--- config.mk ---
export PLATFORM = sky130hd
export DESIGN_NAME = chunked_typed_element_store
export DESIGN_NICKNAME = d
export VERILOG_FILES = /design/src/sv/ces_pkg.sv /design/src/sv/ces_store.sv /design/src/sv/ces_seq.sv /design/src/sv/ces_dp.sv /design/src/sv/chunked_typed_element_store.sv
export SDC_FILE = /design/constraint.sdc
export NUM_CORES = 2
export LEC_CHECK = 0
export BUFFER_PORTS_ARGS = -buffer_cell sky130_fd_sc_hd__buf_4
export CAP_MARGIN = 10
export CORE_ASPECT_RATIO = 0.6
export CORE_MARGIN = 2
export CORE_UTILIZATION = 30
export CTS_BUF_LIST = sky130_fd_sc_hd__clkbuf_4 sky130_fd_sc_hd__clkbuf_8
export DETAILED_ROUTE_END_ITERATION = 8
export PLACE_DENSITY = 0.41
export SKIP_CTS_REPAIR_TIMING = 1
export SLEW_MARGIN = 40
export SYNTH_ARGS = -nofsm -noshare
export SYNTH_HDL_FRONTEND = slang
export SYNTH_MEMORY_MAX_BITS = 65536
export SYNTH_SLANG_ARGS = --single-unit
--- constraint.sdc ---
create_clock -name i_clk -period 5.9 [get_ports i_clk]
set_input_delay 0.295 -clock i_clk [delete_from_list [all_inputs] [get_ports i_clk]]
set_output_delay 0.295 -clock i_clk [all_outputs]
set_load 0.005 [all_outputs]
--- src/sv/ces_pkg.sv ---
`default_nettype none

package ces_pkg;

    // default geometry
    localparam int CHUNKS_DEF = 4;
    localparam int SPC_DEF    = 16;

    // field widths
    localparam int OP_W      = 2;
    localparam int IDX_W     = 8;
    localparam int WTYPE_W   = 3;
    localparam int TAG_W     = 3;
    localparam int VAL_W     = 64;
    localparam int ACT_W     = 3;
    localparam int SIZE_W    = 5;
    localparam int CNT_W     = 7;
    localparam int NUM_SIZES = 4;

    // configuration port
    localparam int PADDR_W = 5;
    localparam int PDATA_W = 32;

    // sequencer program counter
    localparam int UPC_W = 4;

    typedef enum logic [OP_W-1:0] {
        OP_INIT  = 2'd0,
        OP_READ  = 2'd1,
        OP_WRITE = 2'd2,
        OP_NONE  = 2'd3
    } t_opcode;

    typedef enum logic [TAG_W-1:0] {
        TAG_VOID   = 3'd0,
        TAG_INT    = 3'd1,
        TAG_FLOAT  = 3'd2,
        TAG_DOUBLE = 3'd3,
        TAG_CHAR   = 3'd4,
        TAG_SHORT  = 3'd5,
        TAG_BOOL   = 3'd6,
        TAG_ERROR  = 3'd7
    } t_tag;

    // register indexes on the configuration port
    typedef enum logic [2:0] {
        REG_ACTIVE = 3'd0,
        REG_SIZE0  = 3'd1,
        REG_SIZE1  = 3'd2,
        REG_SIZE2  = 3'd3,
        REG_SIZE3  = 3'd4,
        REG_FILL   = 3'd5
    } t_reg_idx;

    // datapath micro-operations
    typedef enum logic [3:0] {
        U_NOP,
        U_ACCEPT,
        U_INIT_LATCH,
        U_INIT_PREP,
        U_INIT_SLOT,
        U_CHECK,
        U_WALK,
        U_READ_RES,
        U_WRITE,
        U_EMIT
    } t_uop;

    // jump conditions
    typedef enum logic [3:0] {
        C_NEXT,
        C_GOTO,
        C_DISPATCH,
        C_SLOT_LOOP,
        C_RANGE,
        C_WALK,
        C_IS_WRITE,
        C_OUT
    } t_cond;

    typedef struct packed {
        t_uop             uop;
        t_cond            cond;
        logic [UPC_W-1:0] target;
    } t_ctrl;

    typedef struct packed {
        logic    accepted;
        t_opcode in_op;
        t_opcode item_op;
        logic    range_bad;
        logic    walk_hit;
        logic    walk_fail;
        logic    slot_last;
        logic    out_free;
    } t_status;

    typedef struct packed {
        logic [ACT_W-1:0]                  active;
        logic [NUM_SIZES-1:0][SIZE_W-1:0]  size;
        logic [CNT_W-1:0]                  fill;
    } t_cfg;

    // program addresses
    localparam logic [UPC_W-1:0] UPC_IDLE       = 4'd0;
    localparam logic [UPC_W-1:0] UPC_INIT_LATCH = 4'd1;
    localparam logic [UPC_W-1:0] UPC_INIT_PREP  = 4'd2;
    localparam logic [UPC_W-1:0] UPC_INIT_SLOT  = 4'd3;
    localparam logic [UPC_W-1:0] UPC_EMIT       = 4'd4;
    localparam logic [UPC_W-1:0] UPC_CHECK      = 4'd5;
    localparam logic [UPC_W-1:0] UPC_WALK       = 4'd6;
    localparam logic [UPC_W-1:0] UPC_SETTLE     = 4'd7;
    localparam logic [UPC_W-1:0] UPC_READ_RES   = 4'd8;
    localparam logic [UPC_W-1:0] UPC_WRITE      = 4'd9;

    // microcode rom
    function automatic t_ctrl ces_ucode(input logic [UPC_W-1:0] upc);
        t_ctrl w;
        w = '{uop: U_NOP, cond: C_GOTO, target: UPC_IDLE};
        case (upc)
            UPC_IDLE:       w = '{uop: U_ACCEPT,     cond: C_DISPATCH,  target: UPC_IDLE};
            UPC_INIT_LATCH: w = '{uop: U_INIT_LATCH, cond: C_NEXT,      target: UPC_IDLE};
            UPC_INIT_PREP:  w = '{uop: U_INIT_PREP,  cond: C_NEXT,      target: UPC_IDLE};
            UPC_INIT_SLOT:  w = '{uop: U_INIT_SLOT,  cond: C_SLOT_LOOP, target: UPC_INIT_SLOT};
            UPC_EMIT:       w = '{uop: U_EMIT,       cond: C_OUT,       target: UPC_IDLE};
            UPC_CHECK:      w = '{uop: U_CHECK,      cond: C_RANGE,     target: UPC_EMIT};
            UPC_WALK:       w = '{uop: U_WALK,       cond: C_WALK,      target: UPC_EMIT};
            UPC_SETTLE:     w = '{uop: U_NOP,        cond: C_IS_WRITE,  target: UPC_WRITE};
            UPC_READ_RES:   w = '{uop: U_READ_RES,   cond: C_GOTO,      target: UPC_EMIT};
            UPC_WRITE:      w = '{uop: U_WRITE,      cond: C_GOTO,      target: UPC_EMIT};
            default:        w = '{uop: U_NOP,        cond: C_GOTO,      target: UPC_IDLE};
        endcase
        return w;
    endfunction

endpackage

`default_nettype wire

--- src/sv/ces_store.sv ---
`default_nettype none

module ces_store #(
    parameter int DEPTH = ces_pkg::CHUNKS_DEF * ces_pkg::SPC_DEF,
    localparam int SLOT_W = (DEPTH > 1) ? $clog2(DEPTH) : 1
) (
    input  logic                      i_clk,
    input  logic                      i_wr_en,
    input  logic [SLOT_W-1:0]         i_wr_addr,
    input  logic [ces_pkg::TAG_W-1:0] i_wr_tag,
    input  logic [ces_pkg::VAL_W-1:0] i_wr_pay,
    input  logic [SLOT_W-1:0]         i_rd_addr,
    output logic [ces_pkg::TAG_W-1:0] o_rd_tag,
    output logic [ces_pkg::VAL_W-1:0] o_rd_pay
);
    import ces_pkg::*;

    logic [TAG_W-1:0] r_tag_mem [DEPTH];
    logic [VAL_W-1:0] r_pay_mem [DEPTH];

    // single write port
    always_ff @(posedge i_clk) begin
        if (i_wr_en) begin
            r_tag_mem[i_wr_addr] <= i_wr_tag;
            r_pay_mem[i_wr_addr] <= i_wr_pay;
        end
    end

    // registered read port
    always_ff @(posedge i_clk) begin
        o_rd_tag <= r_tag_mem[i_rd_addr];
        o_rd_pay <= r_pay_mem[i_rd_addr];
    end

endmodule

`default_nettype wire

--- src/sv/ces_seq.sv ---
`default_nettype none

module ces_seq (
    input  logic             i_clk,
    input  logic             i_rst_n,
    input  ces_pkg::t_status i_status,
    output ces_pkg::t_uop    o_uop
);
    import ces_pkg::*;

    logic [UPC_W-1:0] r_upc;
    logic [UPC_W-1:0] n_upc;
    t_ctrl            ctrl;

    // control word of the current step
    assign ctrl  = ces_ucode(r_upc);
    assign o_uop = ctrl.uop;

    // step counter with conditional jumps
    always_comb begin
        n_upc = r_upc;
        case (ctrl.cond)
            C_NEXT: begin
                n_upc = r_upc + UPC_W'(1);
            end
            C_GOTO: begin
                n_upc = ctrl.target;
            end
            C_DISPATCH: begin
                if (i_status.accepted) begin
                    case (i_status.in_op)
                        OP_INIT:  n_upc = UPC_INIT_LATCH;
                        OP_READ:  n_upc = UPC_CHECK;
                        OP_WRITE: n_upc = UPC_CHECK;
                        default:  n_upc = UPC_EMIT;
                    endcase
                end
            end
            C_SLOT_LOOP: begin
                n_upc = i_status.slot_last ? r_upc + UPC_W'(1) : ctrl.target;
            end
            C_RANGE: begin
                n_upc = i_status.range_bad ? ctrl.target : r_upc + UPC_W'(1);
            end
            C_WALK: begin
                if (i_status.walk_hit) begin
                    n_upc = r_upc + UPC_W'(1);
                end else if (i_status.walk_fail) begin
                    n_upc = ctrl.target;
                end
            end
            C_IS_WRITE: begin
                n_upc = (i_status.item_op == OP_WRITE) ? ctrl.target : r_upc + UPC_W'(1);
            end
            C_OUT: begin
                if (i_status.out_free) begin
                    n_upc = ctrl.target;
                end
            end
            default: begin
                n_upc = UPC_IDLE;
            end
        endcase
    end

    always_ff @(posedge i_clk) begin
        if (!i_rst_n) begin
            r_upc <= UPC_IDLE;
        end else begin
            r_upc <= n_upc;
        end
    end

endmodule

`default_nettype wire

--- src/sv/ces_dp.sv ---
`default_nettype none

module ces_dp #(
    parameter int CHUNKS          = ces_pkg::CHUNKS_DEF,
    parameter int SLOTS_PER_CHUNK = ces_pkg::SPC_DEF,
    localparam int DEPTH  = CHUNKS * SLOTS_PER_CHUNK,
    localparam int SLOT_W = (DEPTH > 1) ? $clog2(DEPTH) : 1
) (
    input  logic                               i_clk,
    input  logic                               i_rst_n,
    input  ces_pkg::t_uop                      i_uop,
    output ces_pkg::t_status                   o_status,
    input  ces_pkg::t_cfg                      i_cfg,
    input  logic                               i_in_valid,
    input  logic [ces_pkg::OP_W-1:0]           i_opcode,
    input  logic signed [ces_pkg::IDX_W-1:0]   i_index,
    input  logic [ces_pkg::WTYPE_W-1:0]        i_write_type,
    input  logic [ces_pkg::VAL_W-1:0]          i_payload,
    input  logic                               i_out_stall,
    output logic                               o_out_valid,
    output logic                               o_ok,
    output logic [ces_pkg::TAG_W-1:0]          o_elem_type,
    output logic [ces_pkg::VAL_W-1:0]          o_elem_value,
    output logic                               o_wr_en,
    output logic [SLOT_W-1:0]                  o_wr_addr,
    output logic [ces_pkg::TAG_W-1:0]          o_wr_tag,
    output logic [ces_pkg::VAL_W-1:0]          o_wr_pay,
    output logic [SLOT_W-1:0]                  o_rd_addr,
    input  logic [ces_pkg::TAG_W-1:0]          i_rd_tag,
    input  logic [ces_pkg::VAL_W-1:0]          i_rd_pay
);
    import ces_pkg::*;

    localparam int CH_W = (CHUNKS > 1) ? $clog2(CHUNKS) : 1;
    localparam int K_W  = (SLOTS_PER_CHUNK > 1) ? $clog2(SLOTS_PER_CHUNK) : 1;

    // latched request
    t_opcode              r_op,      n_op;
    logic [IDX_W-1:0]     r_index,   n_index;
    logic [WTYPE_W-1:0]   r_wtype,   n_wtype;
    logic [VAL_W-1:0]     r_payload, n_payload;

    // pending result
    logic                 r_res_ok,   n_res_ok;
    t_tag                 r_res_type, n_res_type;
    logic [VAL_W-1:0]     r_res_val,  n_res_val;

    // geometry latched at init
    logic [ACT_W-1:0]     r_live_chunks, n_live_chunks;
    logic [SIZE_W-1:0]    r_live_size [CHUNKS];
    logic [SIZE_W-1:0]    n_live_size [CHUNKS];
    logic [CNT_W-1:0]     r_total, n_total;
    logic [CNT_W-1:0]     r_fill,  n_fill;
    logic [CNT_W-1:0]     r_next,  n_next;

    // walk and sweep counters
    logic [CH_W-1:0]      r_chunk, n_chunk;
    logic [K_W-1:0]       r_k,     n_k;
    logic [SLOT_W-1:0]    r_slot,  n_slot;
    logic [CNT_W-1:0]     r_rem,   n_rem;

    // output register
    logic                 r_out_valid, n_out_valid;
    logic                 r_out_ok,    n_out_ok;
    t_tag                 r_out_type,  n_out_type;
    logic [VAL_W-1:0]     r_out_val,   n_out_val;

    logic                 accepted;
    logic                 range_bad;
    logic                 walk_hit;
    logic                 walk_fail;
    logic                 slot_last;
    logic                 out_free;
    logic                 usable;
    logic                 wtype_ok;
    t_tag                 rd_tag;
    logic [ACT_W-1:0]     act_clamped;
    logic [SIZE_W-1:0]    size_clamped [CHUNKS];
    logic [CNT_W-1:0]     size_sum;

    assign rd_tag = t_tag'(i_rd_tag);

    // status toward the sequencer
    assign accepted  = (i_uop == U_ACCEPT) && i_in_valid;
    assign range_bad = r_index[IDX_W-1] || (r_index[CNT_W-1:0] >= r_total);
    assign walk_hit  = (int'(r_chunk) < int'(r_live_chunks))
                       && (int'(r_rem) < int'(r_live_size[r_chunk]));
    assign walk_fail = !walk_hit && (int'(r_chunk) == CHUNKS - 1);
    assign slot_last = (int'(r_slot) == DEPTH - 1);
    assign out_free  = !r_out_valid || !i_out_stall;
    assign usable    = int'(r_k) < int'(r_live_size[r_chunk]);
    assign wtype_ok  = r_wtype inside {[3'd1:3'd6]};

    assign o_status = '{
        accepted:  accepted,
        in_op:     t_opcode'(i_opcode),
        item_op:   r_op,
        range_bad: range_bad,
        walk_hit:  walk_hit,
        walk_fail: walk_fail,
        slot_last: slot_last,
        out_free:  out_free
    };

    // clamped geometry from the configuration registers
    always_comb begin
        act_clamped = (int'(i_cfg.active) > CHUNKS) ? ACT_W'(CHUNKS) : i_cfg.active;
        size_sum    = '0;
        for (int c = 0; c < CHUNKS; c++) begin
            size_clamped[c] = '0;
            if (c < int'(act_clamped)) begin
                if (int'(i_cfg.size[c]) > SLOTS_PER_CHUNK) begin
                    size_clamped[c] = SIZE_W'(SLOTS_PER_CHUNK);
                end else begin
                    size_clamped[c] = i_cfg.size[c];
                end
            end
            size_sum = size_sum + CNT_W'(size_clamped[c]);
        end
    end

    // datapath actions for each micro-operation
    always_comb begin
        n_op          = r_op;
        n_index       = r_index;
        n_wtype       = r_wtype;
        n_payload     = r_payload;
        n_res_ok      = r_res_ok;
        n_res_type    = r_res_type;
        n_res_val     = r_res_val;
        n_live_chunks = r_live_chunks;
        n_live_size   = r_live_size;
        n_total       = r_total;
        n_fill        = r_fill;
        n_next        = r_next;
        n_chunk       = r_chunk;
        n_k           = r_k;
        n_slot        = r_slot;
        n_rem         = r_rem;
        n_out_valid   = r_out_valid;
        n_out_ok      = r_out_ok;
        n_out_type    = r_out_type;
        n_out_val     = r_out_val;
        o_wr_en       = 1'b0;
        o_wr_addr     = r_slot;
        o_wr_tag      = TAG_W'(TAG_VOID);
        o_wr_pay      = '0;

        // drain the output register
        if (r_out_valid && !i_out_stall) begin
            n_out_valid = 1'b0;
        end

        case (i_uop)
            U_ACCEPT: begin
                if (i_in_valid) begin
                    n_op       = t_opcode'(i_opcode);
                    n_index    = i_index;
                    n_wtype    = i_write_type;
                    n_payload  = i_payload;
                    n_res_ok   = 1'b0;
                    n_res_type = (t_opcode'(i_opcode) == OP_READ) ? TAG_ERROR : TAG_VOID;
                    n_res_val  = '0;
                end
            end
            U_INIT_LATCH: begin
                n_live_chunks = act_clamped;
                n_live_size   = size_clamped;
                n_total       = size_sum;
            end
            U_INIT_PREP: begin
                n_fill   = (i_cfg.fill > r_total) ? r_total : i_cfg.fill;
                n_next   = '0;
                n_slot   = '0;
                n_chunk  = '0;
                n_k      = '0;
                n_res_ok = 1'b1;
            end
            U_INIT_SLOT: begin
                // one slot per step in flat order
                o_wr_en = 1'b1;
                if (usable && (r_next < r_fill)) begin
                    o_wr_tag = TAG_W'(TAG_INT);
                    o_wr_pay = VAL_W'(r_next);
                    n_next   = r_next + CNT_W'(1);
                end else if (usable) begin
                    o_wr_tag = TAG_W'(TAG_VOID);
                end else begin
                    o_wr_tag = TAG_W'(TAG_ERROR);
                end
                if (!slot_last) begin
                    n_slot = r_slot + SLOT_W'(1);
                    if (int'(r_k) == SLOTS_PER_CHUNK - 1) begin
                        n_k     = '0;
                        n_chunk = r_chunk + CH_W'(1);
                    end else begin
                        n_k = r_k + K_W'(1);
                    end
                end
            end
            U_CHECK: begin
                n_rem   = r_index[CNT_W-1:0];
                n_chunk = '0;
            end
            U_WALK: begin
                // subtract chunk sizes until the index lands
                if (walk_hit) begin
                    n_slot = SLOT_W'(int'(r_chunk) * SLOTS_PER_CHUNK + int'(r_rem));
                end else if (!walk_fail) begin
                    n_rem   = r_rem - CNT_W'(r_live_size[r_chunk]);
                    n_chunk = r_chunk + CH_W'(1);
                end
            end
            U_READ_RES: begin
                if (rd_tag != TAG_ERROR) begin
                    n_res_ok   = 1'b1;
                    n_res_type = rd_tag;
                    n_res_val  = i_rd_pay;
                end
            end
            U_WRITE: begin
                if (wtype_ok && (rd_tag != TAG_ERROR)) begin
                    o_wr_en  = 1'b1;
                    o_wr_tag = r_wtype;
                    o_wr_pay = r_payload;
                    n_res_ok = 1'b1;
                end
            end
            U_EMIT: begin
                if (out_free) begin
                    n_out_valid = 1'b1;
                    n_out_ok    = r_res_ok;
                    n_out_type  = r_res_type;
                    n_out_val   = r_res_val;
                end
            end
            default: begin
            end
        endcase
    end

    // control state
    always_ff @(posedge i_clk) begin
        if (!i_rst_n) begin
            r_live_chunks <= '0;
            r_total       <= '0;
            r_fill        <= '0;
            r_next        <= '0;
            r_chunk       <= '0;
            r_k           <= '0;
            r_slot        <= '0;
            r_out_valid   <= 1'b0;
            for (int c = 0; c < CHUNKS; c++) begin
                r_live_size[c] <= '0;
            end
        end else begin
            r_live_chunks <= n_live_chunks;
            r_live_size   <= n_live_size;
            r_total       <= n_total;
            r_fill        <= n_fill;
            r_next        <= n_next;
            r_chunk       <= n_chunk;
            r_k           <= n_k;
            r_slot        <= n_slot;
            r_out_valid   <= n_out_valid;
        end
    end

    // payload registers
    always_ff @(posedge i_clk) begin
        r_op       <= n_op;
        r_index    <= n_index;
        r_wtype    <= n_wtype;
        r_payload  <= n_payload;
        r_res_ok   <= n_res_ok;
        r_res_type <= n_res_type;
        r_res_val  <= n_res_val;
        r_rem      <= n_rem;
        r_out_ok   <= n_out_ok;
        r_out_type <= n_out_type;
        r_out_val  <= n_out_val;
    end

    assign o_rd_addr    = r_slot;
    assign o_out_valid  = r_out_valid;
    assign o_ok         = r_out_ok;
    assign o_elem_type  = TAG_W'(r_out_type);
    assign o_elem_value = r_out_val;

`ifndef SYNTH
    // the fill sweep never hands out more index values than the clamped fill
    a_next_fill: assert property (@(posedge i_clk) disable iff (!i_rst_n)
        r_next <= r_fill)
        else $error("fill counter ran past fill limit");

    // an accepted access never reports success on an error tag
    a_ok_tag: assert property (@(posedge i_clk) disable iff (!i_rst_n)
        o_out_valid |-> !(o_ok && (o_elem_type == TAG_W'(TAG_ERROR))))
        else $error("ok result carries error tag");

    // an init that is emitted shows up as a successful result
    a_init_res: assert property (@(posedge i_clk) disable iff (!i_rst_n)
        (i_uop == U_EMIT && out_free && r_op == OP_INIT) |=> (o_out_valid && o_ok))
        else $error("init result not reported as ok");

    // latched chunk count stays within the built chunks
    a_live_chunks: assert property (@(posedge i_clk) disable iff (!i_rst_n)
        int'(r_live_chunks) <= CHUNKS)
        else $error("live chunk count out of range");
`endif

endmodule

`default_nettype wire

--- src/sv/chunked_typed_element_store.sv ---
// Chunked store of typed elements, driven by a small microcoded sequencer.
// Request channel: i_in_valid / o_in_stall with i_opcode (init, read, write),
// i_index, i_write_type and i_payload; a request is taken at an edge with
// valid high and stall low. Result channel: o_out_valid / i_out_stall with
// o_ok, o_elem_type and o_elem_value, one result per request.
// The APB port sets chunk count, chunk sizes and initial fill; these take
// effect at the next init request.
// One request in flight at a time, in these steps:
//   read/write: accept, range check, a walk over w chunk sizes, where w
//     (1..CHUNKS) is the number walked, a settle step for the registered
//     memory read, the read result or the write, and the emit. An index
//     out of range goes from the check to the emit, the unused opcode
//     from the accept to the emit.
//   init: latch, prepare, one memory write per slot through the single write
//     port, one slot per cycle over CHUNKS*SLOTS_PER_CHUNK slots; then emit.
// Reset clears the control and configuration registers and the latched
// geometry; the store then holds no usable slot until an init request.
// While the receiver stalls, the result waits in the output register; one
// more request can be taken, and its result then holds the sequencer
// until the output register frees up.
`default_nettype none

module chunked_typed_element_store #(
    parameter int CHUNKS          = ces_pkg::CHUNKS_DEF,
    parameter int SLOTS_PER_CHUNK = ces_pkg::SPC_DEF
) (
    input  logic                               i_clk,
    input  logic                               i_rst_n,
    // request channel
    input  logic                               i_in_valid,
    output logic                               o_in_stall,
    input  logic [ces_pkg::OP_W-1:0]           i_opcode,
    input  logic signed [ces_pkg::IDX_W-1:0]   i_index,
    input  logic [ces_pkg::WTYPE_W-1:0]        i_write_type,
    input  logic [ces_pkg::VAL_W-1:0]          i_payload,
    // result channel
    output logic                               o_out_valid,
    input  logic                               i_out_stall,
    output logic                               o_ok,
    output logic [ces_pkg::TAG_W-1:0]          o_elem_type,
    output logic [ces_pkg::VAL_W-1:0]          o_elem_value,
    // configuration port
    input  logic                               psel,
    input  logic                               penable,
    input  logic                               pwrite,
    input  logic [ces_pkg::PADDR_W-1:0]        paddr,
    input  logic [ces_pkg::PDATA_W-1:0]        pwdata,
    output logic [ces_pkg::PDATA_W-1:0]        prdata,
    output logic                               pready
);
    import ces_pkg::*;

    localparam int DEPTH  = CHUNKS * SLOTS_PER_CHUNK;
    localparam int SLOT_W = (DEPTH > 1) ? $clog2(DEPTH) : 1;

    t_cfg               r_cfg;
    t_reg_idx           reg_sel;
    logic               cfg_wr;
    t_uop               uop;
    t_status            status;
    logic               wr_en;
    logic [SLOT_W-1:0]  wr_addr;
    logic [TAG_W-1:0]   wr_tag;
    logic [VAL_W-1:0]   wr_pay;
    logic [SLOT_W-1:0]  rd_addr;
    logic [TAG_W-1:0]   rd_tag;
    logic [VAL_W-1:0]   rd_pay;

    assign pready  = 1'b1;
    assign reg_sel = t_reg_idx'(paddr[4:2]);
    assign cfg_wr  = psel && penable && pwrite && pready;

    // configuration registers
    always_ff @(posedge i_clk) begin
        if (!i_rst_n) begin
            r_cfg <= '0;
        end else if (cfg_wr) begin
            case (reg_sel)
                REG_ACTIVE: r_cfg.active  <= pwdata[ACT_W-1:0];
                REG_SIZE0:  r_cfg.size[0] <= pwdata[SIZE_W-1:0];
                REG_SIZE1:  r_cfg.size[1] <= pwdata[SIZE_W-1:0];
                REG_SIZE2:  r_cfg.size[2] <= pwdata[SIZE_W-1:0];
                REG_SIZE3:  r_cfg.size[3] <= pwdata[SIZE_W-1:0];
                REG_FILL:   r_cfg.fill    <= pwdata[CNT_W-1:0];
                default: begin
                end
            endcase
        end
    end

    // register readback
    always_comb begin
        case (reg_sel)
            REG_ACTIVE: prdata = PDATA_W'(r_cfg.active);
            REG_SIZE0:  prdata = PDATA_W'(r_cfg.size[0]);
            REG_SIZE1:  prdata = PDATA_W'(r_cfg.size[1]);
            REG_SIZE2:  prdata = PDATA_W'(r_cfg.size[2]);
            REG_SIZE3:  prdata = PDATA_W'(r_cfg.size[3]);
            REG_FILL:   prdata = PDATA_W'(r_cfg.fill);
            default:    prdata = '0;
        endcase
    end

    // requests are taken only in the idle step of the program
    assign o_in_stall = (uop != U_ACCEPT);

    ces_seq u_seq (
        .i_clk    (i_clk),
        .i_rst_n  (i_rst_n),
        .i_status (status),
        .o_uop    (uop)
    );

    ces_dp #(
        .CHUNKS          (CHUNKS),
        .SLOTS_PER_CHUNK (SLOTS_PER_CHUNK)
    ) u_dp (
        .i_clk        (i_clk),
        .i_rst_n      (i_rst_n),
        .i_uop        (uop),
        .o_status     (status),
        .i_cfg        (r_cfg),
        .i_in_valid   (i_in_valid),
        .i_opcode     (i_opcode),
        .i_index      (i_index),
        .i_write_type (i_write_type),
        .i_payload    (i_payload),
        .i_out_stall  (i_out_stall),
        .o_out_valid  (o_out_valid),
        .o_ok         (o_ok),
        .o_elem_type  (o_elem_type),
        .o_elem_value (o_elem_value),
        .o_wr_en      (wr_en),
        .o_wr_addr    (wr_addr),
        .o_wr_tag     (wr_tag),
        .o_wr_pay     (wr_pay),
        .o_rd_addr    (rd_addr),
        .i_rd_tag     (rd_tag),
        .i_rd_pay     (rd_pay)
    );

    ces_store #(
        .DEPTH (DEPTH)
    ) u_store (
        .i_clk     (i_clk),
        .i_wr_en   (wr_en),
        .i_wr_addr (wr_addr),
        .i_wr_tag  (wr_tag),
        .i_wr_pay  (wr_pay),
        .i_rd_addr (rd_addr),
        .o_rd_tag  (rd_tag),
        .o_rd_pay  (rd_pay)
    );

endmodule

`default_nettype wire

==> metrics.md <==
| Metric | Value |
|---|---|
| CTS HTree Levels | 6 |
| RSZ-0062 raised after global routing | no |
| Share of the synthesized area in the top cell type | 0.8022 |
| CP Capture Type | flop |
| Hold Crit Class | input pin to flop |
| Relative slew slack | 0.3401 |
| CP required | around 6.7 ns |
| Synthesized instance count | 9101 |
| Number of buffers added on ports | 170 |
| Most frequent cells in the layout | edfxtp_1, a22oi_1, clkbuf_8 |
| Die footprint | 568700 um2 |
| Root buf cell | clkbuf_8 |
| Initial Util | 0.3009 |
| Fin Setup TNS | 0 ns |
| CTS max path bufs | 4 |
| Clock tree sinks | ~4700 |
| Fin. Hold Viols | 0 |
| DRC | 0 |
| Final Cycle Share | 0.7788 |
| Worst-margin pin slew | slightly below 1 ns |
| Post-synth top area cell | edfxtp_1 |
| CTS tree | built |
| Placed cells | between 15000 and 20000 |
| Final Slew Violations | 0 |
| Top cells by area, synth | edfxtp_1, a22oi_1, dfxtp_1 |
| Core Rows | around 210 |
| Area post-placement | 182600 um2 |
| GRT Overall Usage | 0.2198 |
| Syn Area/Cell | about 19 um2 |
| Cell Area, Synth | 168700 um2 |
| CTS Buf Count | slightly below 700 |
| Max-cap viol count | 0 |
| Final setup viols | 0 |
| #FFs+latches synth | between 4000 and 5000 |
| PwrDens | roughly 390 nW/um2 |
| Drt first-iter violations | 13220 |
| Netlist cell types | 70 |
| Initial DRT Pass Iterations | 6 |
| Achievable clock frequency | 217.6 MHz |
| Fin area | slightly below 200000 um2 |
| Worst-case clock skew | between 0.06 and 0.07 ns |
| Gr ovfl total | 0 |
| Pin count of the biggest net entering global routing | between 90 and 100 |
| Number of synthesized flops with an enable pin | about 4500 |
| Crit Path Category | flop to flop |
| Vias in the first global route | 96800 |
| Non-Filler Instances | ~18000 |
| Final ANT Viol Nets | 0 |
| Commonest non-fill, non-tap cell in the layout | edfxtp_1 |
| Yosys Warn Count | 0 |
| CP Data Arrival Time | between 5 and 6 ns |
| Via-to-Cell Ratio | 5.539 |
| Drt wl/cell | around 36 um |
| Io pins | ~220 |
| Dominant synthesized flop cell | edfxtp_1 |
| Crit path launch type | flop |
| Seq/Total Area, Yosys | 0.8223 |
| R2R Setup Slk | ~1.3 ns |
| P&R area growth vs syn | 17.44% |
| Total Routed Length | roughly 650 mm |
| Core area | ~560000 um2 |
| Die Y | around 580 um |
| First-pass GRT wire length | slightly below 900 mm |
| Run status | complete, no violations |
| Initial antenna violation count | 43 |
| Skew-Pair Late Insertion Delay | 1.22 ns |
| Routability congestion estimate | roughly 0.78 |
| Nets@finish | 10130 |
| Max FO, Critical Path | 26 |
| Die Wd | approximately 970 um |
| Via Count | about 100k |
| Ys async rst share | 0 |
| Final worst path period need | around 4.6 ns |
| P_leak | 0.05696 uW |
| DPL Wire Length | about 340 mm |
| Worst VDD drop | approximately 0.39 mV |
| Reg clk slew, reported paths | roughly 0.070 ns |
| Layout cells sized above 1 | 0.1757 |
## stage by stage
step / hold slack, ns / setup slack, ns / utilization / total power [uW]
after global placement: 0.4095 / 1.371 / 0.3246 / 51740
after global routing: 0.05906 / 1.159 / 0.3533 / 80550
after floorplan: 0.3939 / 0.7089 / - / 46020
after detailed placement: 0.4045 / 1.409 / 0.3257 / 51910
after CTS: -0.8846 / 1.363 / 0.3497 / 78190
final: 0.05199 / 1.305 / 0.3534 / 77650
## power breakdown
group	switching, uW	leakage (uW)	internal, uW
Sequential	658	0.0384	37600
Clock	13000	0.00710	13400
Combinational	8480	0.0115	4540
Total	22100	0.0570	55500
## cells in the mapped netlist (34+ instances only)
| cell type | n |
|---|---|
| a22oi_1 | 1485 |
| a221oi_1 | 334 |
| a22o_1 | 342 |
| and2_1 | 134 |
| a41oi_1 | 117 |
| ha_1 | 49 |
| nor4_1 | 86 |
| buf_2 | 87 |
| buf_1 | 128 |
| a21oi_1 | 163 |
| nor2_1 | 152 |
| clkbuf_1 | 376 |
| nand4_1 | 105 |
| a31oi_1 | 318 |
| inv_1 | 53 |
| edfxtp_1 | 4508 |
| mux2i_1 | 49 |
| nand2_1 | 133 |
| dfxtp_1 | 169 |
| o21ai_0 | 34 |
| nand3_1 | 66 |
## worst max-delay path, stage by stage (launching register included)
cell     delay, ns
dfxtp_1       0.84
inv_1         0.45
nor2_4        0.80
nand2_1       0.72
nor2_4        0.55
buf_4         0.64
## registers in the layout, indices dropped and copies added, names as in the netlist, 4 cells and up
register / cells
r_cfg: 30
u_dp.o_elem_value: 64
u_dp.o_rd_addr: 6
u_dp.r_fill: 7
u_dp.r_index: 8
u_dp.r_k: 4
u_dp.r_live_size: 20
u_dp.r_next: 7
u_dp.r_payload: 64
u_dp.r_rem: 7
u_dp.r_res_val: 64
u_dp.r_total: 7
u_seq.ctrl: 11
u_seq.r_upc: 4
u_store.o_rd_pay: 64
u_store.r_pay_mem: 4096
u_store.r_tag_mem: 192
## cell type report
type / count / area [um2]
Antenna cell: 27 / 67.56
Clock buffer: 976 / 11850
Clock inverter: 270 / 1570
Fill cell: 52490 / 362600
Inverter: 56 / 210.2
Multi-Input combinational cell: 3773 / 28260
Sequential cell: 4677 / 138800
Tap cell: 7525 / 9415
Timing Repair Buffer: 754 / 8041
## logic make-up (layout without fill, tap and decap cells)
kind of cell / count (synthesis) / after routing / synth area share
buffers and inverters: 675 / 2056 / 0.01631
AO/OA/AOI/OAI: 2855 / 2855 / 0.1283
adder cells (fa/ha/maj): 57 / 57 / 0.004582
XOR/XNOR: 17 / 17 / 0.0008824
multiplexers: 57 / 57 / 0.003908
AND/OR/NAND/NOR: 761 / 761 / 0.02369
flip-flops: 4677 / 4677 / 0.8223
other: 2 / 53 / 0.00004451
## worst paths after layout
| check | endpoint | depth (start not counted) | from |
|---|---|---|---|
| max | u_store.r_pay_mem[55][8] | 5 | u_dp.o_rd_addr[2] |
| min | u_dp.r_res_type[0] | 4 | i_opcode[0] |
| max reg2reg | u_store.r_pay_mem[55][8] | 5 | u_dp.o_rd_addr[2] |
| min reg2reg | u_dp.o_elem_value[17] | 0 | u_dp.r_res_val[17] |
## routing by layer
metal | track usage | vias to the layer above | part of all wire
met3 | 0.03703 | 783 | 0.081
met4 | 0.04656 | 4 | 0.020
met2 | 0.3158 | 4951 | 0.42
li1 | - | 40180 | -
met5 | 0 | - | 0.000042
met1 | 0.3470 | 54110 | 0.48
Power figures use the tool's default switching activity.
